File: src/design/ce_pkg.sv
// Shared types and constants for the composition enumerator.
// No dependencies; used by ce_ctrl, ce_dp and composition_enumerator.
package ce_pkg;

  // Configuration port layout.
  localparam int CFG_IDX_W  = 1;
  localparam int CFG_DATA_W = 8;
  localparam int PCOUNT_W   = 4;
  localparam int TOTAL_W    = 8;

  // Register indexes.
  localparam logic [CFG_IDX_W-1:0] REG_PART_COUNT = 1'b0;
  localparam logic [CFG_IDX_W-1:0] REG_TOTAL      = 1'b1;

  // Reset values of the configuration registers.
  localparam logic [PCOUNT_W-1:0] PCOUNT_RST = 4'd2;
  localparam logic [TOTAL_W-1:0]  TOTAL_RST  = 8'd0;

  // Commands from the controller to the datapath.
  typedef struct packed {
    logic emit;     // write the output register
    logic load;     // load the first split
    logic advance;  // commit the next split
    logic more;     // more flag of the emitted beat
  } ce_cmd_t;

  // Status from the datapath to the controller.
  typedef struct packed {
    logic out_free;  // output register can take a beat this cycle
    logic adv_ok;    // a next split exists
  } ce_stat_t;

endpackage

File: src/design/composition_enumerator.sv
// Top level of the composition enumerator: joins controller and datapath.
// Depends on ce_pkg, ce_ctrl and ce_dp.
//
// Steps through every weak composition of total into part_count parts.
// Input channel (in_valid/in_ready/in_restart): restart 1 loads the first
// split, with the whole total in part 0; restart 0 moves to the next split.
// Output channel (out_valid/out_ready): one beat per input beat, carrying
// the packed parts (part 0 in the low bits) and more, which is 0 with all
// parts zero once the sequence is used up.
// Configuration channel (cfg_valid/cfg_ready/cfg_index/cfg_data) is always
// ready; index 0 is part_count, index 1 is total. Write it only while idle.
// The controller holds the taken input beat, and the result is written to the
// output register as soon as that register is free (out_free).
// The controller holds one item at a time and drops its registered ready
// while it works on it; the next input beat is taken once that item is emitted.
// When the receiver stalls, the result waits in the output register and the
// next input beat is still taken; that item then waits until the register
// frees up. Reset sets part_count to 2 and total to 0, clears the parts, and
// the first advance after reset reports the held split with more set.
module composition_enumerator #(
  parameter int MAX_PARTS = 8,
  parameter int PART_BITS = 8
) (
  input  logic                           clk,
  input  logic                           rst_n,
  input  logic                           in_valid,
  output logic                           in_ready,
  input  logic                           in_restart,
  output logic                           out_valid,
  input  logic                           out_ready,
  output logic [MAX_PARTS*PART_BITS-1:0] out_parts,
  output logic                           out_more,
  input  logic                           cfg_valid,
  output logic                           cfg_ready,
  input  logic [ce_pkg::CFG_IDX_W-1:0]   cfg_index,
  input  logic [ce_pkg::CFG_DATA_W-1:0]  cfg_data
);

  ce_pkg::ce_cmd_t  cmd;
  ce_pkg::ce_stat_t stat;

  assign cfg_ready = 1'b1;

  // Sequencing and handshake.
  ce_ctrl u_ctrl (
    .clk        (clk),
    .rst_n      (rst_n),
    .in_valid   (in_valid),
    .in_ready   (in_ready),
    .in_restart (in_restart),
    .stat       (stat),
    .cmd        (cmd)
  );

  // Parts, next-split logic and output register.
  ce_dp #(
    .MAX_PARTS (MAX_PARTS),
    .PART_BITS (PART_BITS)
  ) u_dp (
    .clk       (clk),
    .rst_n     (rst_n),
    .cfg_valid (cfg_valid),
    .cfg_index (cfg_index),
    .cfg_data  (cfg_data),
    .cmd       (cmd),
    .stat      (stat),
    .out_valid (out_valid),
    .out_ready (out_ready),
    .out_parts (out_parts),
    .out_more  (out_more)
  );

`ifndef SYNTH
  // An exhausted beat carries no parts.
  a_done_zero: assert property (@(posedge clk) disable iff (!rst_n)
    (out_valid && !out_more) |-> (out_parts == '0))
    else $error("exhausted beat with nonzero parts");

  // Only one item is held at a time.
  a_one_item: assert property (@(posedge clk) disable iff (!rst_n)
    (in_valid && in_ready) |=> !in_ready)
    else $error("input taken while an item is held");

  // A restart with a free output register leads to a valid split with more set.
  a_restart_more: assert property (@(posedge clk) disable iff (!rst_n)
    (in_valid && in_ready && in_restart && (!out_valid || out_ready))
      |=> ##1 (out_valid && out_more))
    else $error("restart did not report the first split");
`endif

endmodule

File: src/design/ce_ctrl.sv
// Controller of the composition enumerator: input handshake and sequence flags.
// Depends on ce_pkg for the command and status structs.
module ce_ctrl (
  input  logic             clk,
  input  logic             rst_n,
  input  logic             in_valid,
  output logic             in_ready,
  input  logic             in_restart,
  input  ce_pkg::ce_stat_t stat,
  output ce_pkg::ce_cmd_t  cmd
);

  typedef enum logic {
    S_IDLE,
    S_WORK
  } state_t;

  state_t state_r;
  logic   in_ready_r;
  logic   restart_r;
  logic   first_pending_r;
  logic   exhausted_r;

  assign in_ready = in_ready_r;

  // Decide what the held item does once the output register is free.
  always_comb begin
    cmd = '0;
    if (state_r == S_WORK && stat.out_free) begin
      cmd.emit = 1'b1;
      priority if (restart_r) begin
        cmd.load = 1'b1;
        cmd.more = 1'b1;
      end else if (first_pending_r) begin
        cmd.more = 1'b1;
      end else if (exhausted_r) begin
        cmd.more = 1'b0;
      end else begin
        cmd.advance = stat.adv_ok;
        cmd.more    = stat.adv_ok;
      end
    end
  end

  // State, sequence flags and the registered ready.
  always_ff @(posedge clk) begin
    if (!rst_n) begin
      state_r         <= S_IDLE;
      in_ready_r      <= 1'b1;
      first_pending_r <= 1'b1;
      exhausted_r     <= 1'b0;
    end else begin
      unique case (state_r)
        S_IDLE: begin
          if (in_valid && in_ready_r) begin
            restart_r  <= in_restart;
            state_r    <= S_WORK;
            in_ready_r <= 1'b0;
          end
        end
        S_WORK: begin
          if (stat.out_free) begin
            state_r    <= S_IDLE;
            in_ready_r <= 1'b1;
            priority if (restart_r) begin
              first_pending_r <= 1'b0;
              exhausted_r     <= 1'b0;
            end else if (first_pending_r) begin
              first_pending_r <= 1'b0;
            end else if (!exhausted_r && !stat.adv_ok) begin
              exhausted_r <= 1'b1;
            end
          end
        end
        default: begin
          state_r <= S_IDLE;
        end
      endcase
    end
  end

endmodule

File: src/design/ce_dp.sv
// Datapath of the composition enumerator: configuration, part registers,
// next-split logic and the output register. Depends on ce_pkg.
module ce_dp #(
  parameter int MAX_PARTS = 8,
  parameter int PART_BITS = 8
) (
  input  logic                             clk,
  input  logic                             rst_n,
  input  logic                             cfg_valid,
  input  logic [ce_pkg::CFG_IDX_W-1:0]     cfg_index,
  input  logic [ce_pkg::CFG_DATA_W-1:0]    cfg_data,
  input  ce_pkg::ce_cmd_t                  cmd,
  output ce_pkg::ce_stat_t                 stat,
  output logic                             out_valid,
  input  logic                             out_ready,
  output logic [MAX_PARTS*PART_BITS-1:0]   out_parts,
  output logic                             out_more
);

  localparam logic [ce_pkg::TOTAL_W-1:0]  PART_MAX_W =
    ce_pkg::TOTAL_W'((1 << PART_BITS) - 1);
  localparam logic [ce_pkg::PCOUNT_W-1:0] MAX_PARTS_W = ce_pkg::PCOUNT_W'(MAX_PARTS);

  logic [ce_pkg::PCOUNT_W-1:0] part_count_r;
  logic [ce_pkg::TOTAL_W-1:0]  total_r;
  logic [PART_BITS-1:0]        part_r [MAX_PARTS];
  logic [PART_BITS-1:0]        part_nxt [MAX_PARTS];
  logic [PART_BITS-1:0]        adv_part [MAX_PARTS];
  logic                        out_valid_r;
  logic [MAX_PARTS*PART_BITS-1:0] out_parts_r;
  logic [MAX_PARTS*PART_BITS-1:0] pack_nxt;
  logic                        out_more_r;

  logic [ce_pkg::PCOUNT_W-1:0] act_n;
  logic [PART_BITS-1:0]        total_sat;
  logic                        p0_nz;
  logic                        found;
  logic [ce_pkg::PCOUNT_W-1:0] fi;
  logic [PART_BITS-1:0]        sel_val;

  // Saturated part count and total.
  assign act_n     = (part_count_r > MAX_PARTS_W) ? MAX_PARTS_W : part_count_r;
  assign total_sat = (total_r > PART_MAX_W) ? '1 : total_r[PART_BITS-1:0];
  assign p0_nz     = (part_r[0] != '0);

  // Priority search for the first nonzero part above part 0.
  always_comb begin
    found   = 1'b0;
    fi      = '0;
    sel_val = '0;
    for (int i = 1; i < MAX_PARTS; i++) begin
      if (!found && (ce_pkg::PCOUNT_W'(i) < act_n) && (part_r[i] != '0)) begin
        found   = 1'b1;
        fi      = ce_pkg::PCOUNT_W'(i);
        sel_val = part_r[i];
      end
    end
  end

  assign stat.adv_ok   = (act_n > ce_pkg::PCOUNT_W'(1)) &&
                         (p0_nz || (found && (fi != act_n - ce_pkg::PCOUNT_W'(1))));
  assign stat.out_free = !out_valid_r || out_ready;

  // Next split, built lane by lane.
  always_comb begin
    for (int j = 0; j < MAX_PARTS; j++) begin
      adv_part[j] = part_r[j];
      if (p0_nz) begin
        if (j == 0) begin
          adv_part[j] = part_r[j] - PART_BITS'(1);
        end else if (j == 1) begin
          adv_part[j] = part_r[j] + PART_BITS'(1);
        end
      end else begin
        if (j == 0) begin
          adv_part[j] = sel_val - PART_BITS'(1);
        end else if (ce_pkg::PCOUNT_W'(j) == fi) begin
          adv_part[j] = '0;
        end else if (ce_pkg::PCOUNT_W'(j) == fi + ce_pkg::PCOUNT_W'(1)) begin
          adv_part[j] = part_r[j] + PART_BITS'(1);
        end
      end
    end
  end

  // Select what the parts become, and pack the active ones for output.
  always_comb begin
    pack_nxt = '0;
    for (int j = 0; j < MAX_PARTS; j++) begin
      priority if (cmd.load) begin
        part_nxt[j] = (j == 0 && act_n != '0) ? total_sat : '0;
      end else if (cmd.advance) begin
        part_nxt[j] = adv_part[j];
      end else begin
        part_nxt[j] = part_r[j];
      end
      if (ce_pkg::PCOUNT_W'(j) < act_n) begin
        pack_nxt[j*PART_BITS +: PART_BITS] = part_nxt[j];
      end
    end
  end

  // Configuration registers.
  always_ff @(posedge clk) begin
    if (!rst_n) begin
      part_count_r <= ce_pkg::PCOUNT_RST;
      total_r      <= ce_pkg::TOTAL_RST;
    end else if (cfg_valid) begin
      unique case (cfg_index)
        ce_pkg::REG_PART_COUNT: part_count_r <= cfg_data[ce_pkg::PCOUNT_W-1:0];
        ce_pkg::REG_TOTAL:      total_r      <= cfg_data[ce_pkg::TOTAL_W-1:0];
        default: ;
      endcase
    end
  end

  // Part registers; after reset the first split of a zero total is all zeros.
  always_ff @(posedge clk) begin
    for (int j = 0; j < MAX_PARTS; j++) begin
      if (!rst_n) begin
        part_r[j] <= '0;
      end else begin
        part_r[j] <= part_nxt[j];
      end
    end
  end

  // Output register.
  always_ff @(posedge clk) begin
    if (!rst_n) begin
      out_valid_r <= 1'b0;
    end else if (cmd.emit) begin
      out_valid_r <= 1'b1;
      out_parts_r <= cmd.more ? pack_nxt : '0;
      out_more_r  <= cmd.more;
    end else if (out_ready) begin
      out_valid_r <= 1'b0;
    end
  end

  assign out_valid = out_valid_r;
  assign out_parts = out_parts_r;
  assign out_more  = out_more_r;

endmodule

File: config.mk
export PLATFORM = sky130hd
export DESIGN_NAME = composition_enumerator
export DESIGN_NICKNAME = d
export VERILOG_FILES = /design/src/design/ce_pkg.sv /design/src/design/composition_enumerator.sv /design/src/design/ce_ctrl.sv /design/src/design/ce_dp.sv
export SDC_FILE = /design/constraint.sdc
export NUM_CORES = 1
export LEC_CHECK = 0
export BUFFER_PORTS_ARGS = -buffer_cell sky130_fd_sc_hd__clkbuf_2
export CAP_MARGIN = 10
export CORE_UTILIZATION = 54
export DETAILED_ROUTE_END_ITERATION = 6
export HOLD_SLACK_MARGIN = 0.06
export PLACE_DENSITY_LB_ADDON = 0.05
export SYNTH_ARGS = -nofsm -noshare
export SYNTH_HDL_FRONTEND = slang
export SYNTH_HIERARCHICAL = 1
export SYNTH_SLANG_ARGS = --single-unit
File: constraint.sdc
create_clock -name clk -period 5.85 [get_ports clk]
set_input_delay 1.755 -clock clk [delete_from_list [all_inputs] [get_ports clk]]
set_output_delay 1.755 -clock clk [all_outputs]
set_load 0.02 [all_outputs]
## Word-level counts from Yosys, hierarchy flattened

Memory sizes are Yosys's and may differ from the RTL's.
Cells that the tools add are included.

- Input bits: 15
- Register bits after elaboration: 83
- Bits in writable memories: 64
- Memories: 1
- Memory bits (read-only): 0
- Bits in latches: 0

Memories:

| name | words | width | rd ports | clocked after Yosys merged registers in | write ports | RTL line | source |
|---|---|---|---|---|---|---|---|
| u_dp.part_r | 8 | 8 | 8 | 0 | 8 | ce_dp.sv:26 | `logic [PART_BITS-1:0] part_r [MAX_PARTS];` |

- Shifts and indexed selects: 0
- Reductions and logical operators: 55
- Bitwise logic cells: 10
- Div/mod/pow operators: 0
- Magnitude comparators: 11
- Multiplexer cells: 90
- $add $sub $neg: 11
- Equality and inequality tests: 18
- Multipliers: 0

Operator list:

| kind | count |
|---|---|
| 2-to-1 mux 8 bit | 55 |
| nonzero test 8 bit | 8 |
| adder 8 x 1 -> 8 bit, second input constant | 7 |
| equality test 3 x 4 -> 1 bit, first input constant | 8 |
| 2-to-1 mux 4 bit | 8 |
| AND reduction 2 bit | 13 |
| 2-to-1 mux 1 bit | 25 |
| logical AND 1 bit | 18 |
| equality test 2 x 4 -> 1 bit, first input constant | 4 |
| < comparator 3 x 4 -> 1 bit, first input constant | 4 |
| subtractor 8 x 1 -> 8 bit, second input constant | 2 |
| logical NOT 1 bit | 9 |
| equality test 1 x 4 -> 1 bit, first input constant | 2 |
| > comparator 8 bit, second input constant | 1 |
| < comparator 1 x 4 -> 1 bit, first input constant | 2 |
| < comparator 2 x 4 -> 1 bit, first input constant | 2 |
| OR 1 bit | 8 |
| inequality test 2 x 1 -> 1 bit, second input constant | 3 |
| adder 4 x 1 -> 4 bit, second input constant | 1 |
| > comparator 4 x 1 -> 1 bit, second input constant | 1 |
| > comparator 4 bit, second input constant | 1 |
| inequality test 4 bit | 1 |
| one-hot mux 1 bit (2 select lines) | 2 |
| AND reduction 4 bit | 1 |
| other kinds (6) | 9 |

## Logic depth before layout (Yosys ltp)

- Word-level depth: 40
- Mapped depth: 27
- Mapped depth without buffers: 22

## Modules after synthesis

The synthesis kept the hierarchy.

By module, submodules not included:

| module | area each (sq um) | sequential area each (sq um) | instances | cells each |
|---|---|---|---|---|
| ce_dp | 7517.2 | 3493.4 | 1 | 826 |
| ce_ctrl | 226.5 | 110.1 | 1 | 23 |
| composition_enumerator | 11.3 | 0.0 | 1 | 2 |

## Least setup slack after synthesis

OpenSTA, ideal clock, no wires.

- Kind: input to register
- Start: input rst_n
- End: register u_dp.out_more_r, in the netlist u_dp/out_more (enable)
- Path slack: 0.321 ns
- Cell stages on the path: 4
- Library setup time: 0.489 ns
- Path buffers: 2
- Arrival time: 5.040 ns
- Path through: clkbuf_1 inv_1 clkbuf_1 nor2_1

- Word-level cells in the longest chain between the ends: 1

Ends and longest elaborated chain:

| item | RTL line | source |
|---|---|---|
| from (decl) | composition_enumerator.sv:25 | `input logic rst_n,` |
| AND reduction 2 bit (no source line) | n/a |  |
| to (signal assigned) | ce_dp.sv:135 | `out_more_r <= cmd.more;` |
| to (decl) | ce_dp.sv:32 | `logic out_more_r;` |

No other way between the ends.
A chain may end at the register's enable or synchronous reset.

==> flow_metrics.env <==
export IMPL_coreArea_mm2=0.0139
export IMPL_cts_buffer_depth=2
export IMPL_rr_worst_depth=21
export IMPL_fin_nets=992
export IMPL_fmax_mhz=192
export IMPL_grt_ovfl_total=0
export IMPL_ys_ff_latch=147
export IMPL_areaGrowthSynthToFinish_pct=17.5
export IMPL_cts_made_buffers=17
export IMPL_crit_arrival_ps=5370
export IMPL_routed_wirelength_um=24700
export IMPL_worstMarginPinSlew_ps=985
export IMPL_worstHoldPathCells=2
export IMPL_power_density_mw_per_mm2=252
export IMPL_antenna_left=0
export IMPL_track_usage=0.347
export IMPL_firstDrtPassIters=6
export IMPL_finalSetupViolCount=0
export IMPL_cts_sinks=147
export IMPL_cp_slowest_stage_delay_ps=490
export IMPL_cts_root_buf="clkbuf_16"
export IMPL_cp_slowest_cell="nor4_1"
export IMPL_synthCells=851
export IMPL_final_area_mm2=0.00911
export IMPL_yosysWarnings=6
export IMPL_setup_slack_ps=649
export IMPL_ys_seq_area_frac=0.465
export IMPL_r2r_start="u_dp/part_count_r[3]"
export IMPL_antenna_found_initial=1
export IMPL_async_flop_share=0
export IMPL_regToRegSetupSlack_ps=650
export IMPL_synthDistinctLibCells=83
export IMPL_die_y_um=122
export IMPL_drv_cap=0
export IMPL_status="completed"
export IMPL_hold_start="u_dp/total_r[5]"
export IMPL_grt_pass1_wl_um=38200
export IMPL_clock_skew_ps=12.3
export IMPL_gp_congestion=0.994
export IMPL_post_cts_buffers=0
export IMPL_crit_family="simple AND/OR/NAND/NOR gates"
export IMPL_final_layout_size_suffix_gt1_frac=0.182
export IMPL_start_util=0.557
export IMPL_synth_edf_count=66
export IMPL_cts_max_level=4
export IMPL_grt_max_degree=38
export IMPL_end_kind="register"
export IMPL_grt_pass1_vias=7036
export IMPL_wl_per_cell_um=21.5
export IMPL_synth_area_per_cell_um2=9.11
export IMPL_final_setup_tns_ps=0
export IMPL_relSlewSlack=0.341
export IMPL_num_vias=7293
export IMPL_critical_path_class="register to register"
export IMPL_die_w_um=122
export IMPL_hp_class="register to register"
export IMPL_period_share=0.889
export IMPL_place_area_mm2=0.00854
export IMPL_cts_resized=0
export IMPL_rows=43
export IMPL_min_period_ps=5200
export IMPL_synth_top_area_cell="edfxtp_1"
export IMPL_n_antenna_cell=0
export IMPL_drt_vias_per_instance=6.35
export IMPL_hold_buffers=0
export IMPL_ios=83
export IMPL_p_leak_nw=3.37
export IMPL_clk_pin_slew_worst_paths_ps=60
export IMPL_pre_cts_slack_ps=733
export IMPL_drtIter0Drc=866
export IMPL_dieArea_mm2=0.0148
export IMPL_port_buffer_count=81
export IMPL_hpwl_um=18200
export IMPL_timing_rr_end="u_dp/out_parts[22]"
export IMPL_max_vdd_ir_drop_mv=0.205
export IMPL_path_cells="nand2b_1, inv_1, ha_1, or3_1, a21boi_2, nor4_1, buf_4, nor4_1, xnor2_1, nor3_1, a31oi_1, o21a_1, nand2b_1, nor4_4, nand2_1, buf_4, nor4_2, and4_1, nand3_1, xor2_1, nor2_1"
export IMPL_synthFlopType="dfxtp_1"
export IMPL_drc=0
export IMPL_synthTopCellsByArea="edfxtp_1 26%, dfxtp_1 21%, nor2_1 6.5%"
export IMPL_hold_viol=0
export IMPL_holdPathEnd="u_dp/total_r[5]"
export IMPL_rsz0062_at_grt="no"
export IMPL_start_kind="register"
export IMPL_clock_latency_ps=430
export IMPL_critPathBufInv=3
export IMPL_cts_tree="yes"
export IMPL_synth_top_cell_area_share=0.256
export IMPL_crit_path_max_fanout=9
export IMPL_synthesis_area_mm2=0.00775
export IMPL_cp_required_ps=6020
export IMPL_synth_fp_nets=887
export IMPL_slew_viol_final=0
[sequential cells by signal, summed over array words and instances, names as in the netlist]
| register | cells |
|---|---|
| u_dp/part_count_r | 4 |
| u_ctrl/restart_r | 1 |
| u_dp/total_r | 8 |
| u_ctrl/in_ready | 1 |
| u_dp/part_r | 64 |
| u_ctrl/exhausted_r | 1 |
| u_dp/out_parts | 64 |
| u_dp/out_valid | 1 |
| u_dp/out_more | 1 |
| u_ctrl/state_r | 1 |
| u_ctrl/first_pending_r | 1 |
[cell usage in the layout (no fill, tap or decap), types with 11 or more instances in the layout]
cell       count
and2_1        14
nand2_1       78
buf_4         37
nand3_1       44
a21oi_1       43
nand4_1       11
nor3_1        17
inv_1         30
clkbuf_16     17
ha_1          21
nor3b_1       12
and4_1        12
edfxtp_1      66
o21ai_0       31
clkbuf_2      81
dfxtp_1       81
xor2_1        22
nor4_1        19
xnor2_1       22
nor2_1       134
[power by group]
group          switching, mW  leakage (nW)  internal (mW)  total [mW]
clock network          0.446         0.267          0.599        1.05
registers             0.0113          1.21           1.09        1.10
logic                  0.105          1.89         0.0414       0.147
total                  0.563          3.37           1.73        2.29
[worst max path at each step]
stage / startpoint / to / slack (ps) / cells after the start
2_1_floorplan: rst_n / u_dp/out_more / 320 / 4
3_3_place_gp: u_dp/part_count_r[3] / u_dp/out_parts[23] / 930 / 21
3_5_place_dp: u_dp/part_count_r[3] / u_dp/out_parts[22] / 730 / 21
4_1_cts: u_dp/part_count_r[3] / u_dp/out_parts[22] / 690 / 21
5_1_grt: u_dp/part_count_r[3] / u_dp/out_parts[22] / 250 / 21
6_report: u_dp/part_count_r[3] / u_dp/out_parts[22] / 650 / 21
[synthesized netlist by cell type, types with 6 or more instances]
cell      number
o21ai_0       31
and3_1         8
edfxtp_1      66
nand2b_1       6
dfxtp_1       81
clkbuf_1      25
nor3b_1       12
nand4_1       11
nand2_1       78
nor2_1       135
nand3_1       44
xnor2_1       22
nor3_1        17
a21oi_1       43
ha_1          21
mux2i_1        8
inv_1         30
or4_1          6
xor2_1        22
and2_1        14
nor2b_1        9
nor4_1        19
and4_1        12
a31oi_1        8
[metal layers]
| layer | GRT usage | share of wire | vias up |
|---|---|---|---|
| li1 | - | - | 3303 |
| met1 | 0.433 | 0.40 | 3457 |
| met2 | 0.558 | 0.47 | 438 |
| met3 | 0.0950 | 0.092 | 93 |
| met4 | 0.154 | 0.038 | 2 |
| met5 | 0 | 0.00053 | - |
[logic make-up after synthesis]
family,share of synthesized area
and+or+nand+nor,0.257
AOI/OAI and AO/OA,0.149
DFF,0.465
buffers and inverters,0.0334
xor gates and xnor gates,0.0497
adders and majority gates,0.0339
muxes,0.0118
other,0.000484
[per-stage QoR]
| stage | util | hold WS (ps) | total power, mW | std cells |
|---|---|---|---|---|
| finish | 0.654 | 465 | 2.29 | 1149 |
| global route | 0.654 | 480 | 2.36 | 1149 |
| CTS | 0.654 | 463 | 2.30 | 1149 |
| detailed placement | 0.613 | 454 | 1.27 | 1117 |
| global placement | 0.613 | 445 | 1.26 | 1117 |
| floorplan | - | 436 | 1.21 | 851 |
[final cells by class]
| type | instances | area (µm²) |
|---|---|---|
| Timing Repair Buffer | 118 | 683 |
| Inverter | 33 | 124 |
| Clock inverter | 14 | 126 |
| Multi-Input combinational cell | 639 | 3910 |
| Tap cell | 180 | 225 |
| Sequential cell | 147 | 3600 |
| Clock buffer | 18 | 439 |
| Fill cell | 1148 | 4820 |
[worst reg2reg max path: stages, from the launching register on]
cell and delay [ps]:
dfxtp_1 380, nand2b_1 240, inv_1 110, ha_1 240
or3_1 310, a21boi_2 490, nor4_1 140, buf_4 170
nor4_1 490, xnor2_1 190, nor3_1 70, a31oi_1 140
o21a_1 170, nand2b_1 120, nor4_4 230, nand2_1 310
buf_4 240, nor4_2 180, and4_1 290, nand3_1 110
xor2_1 220, nor2_1 90
No activity file was read; power rests on OpenSTA's default activity.
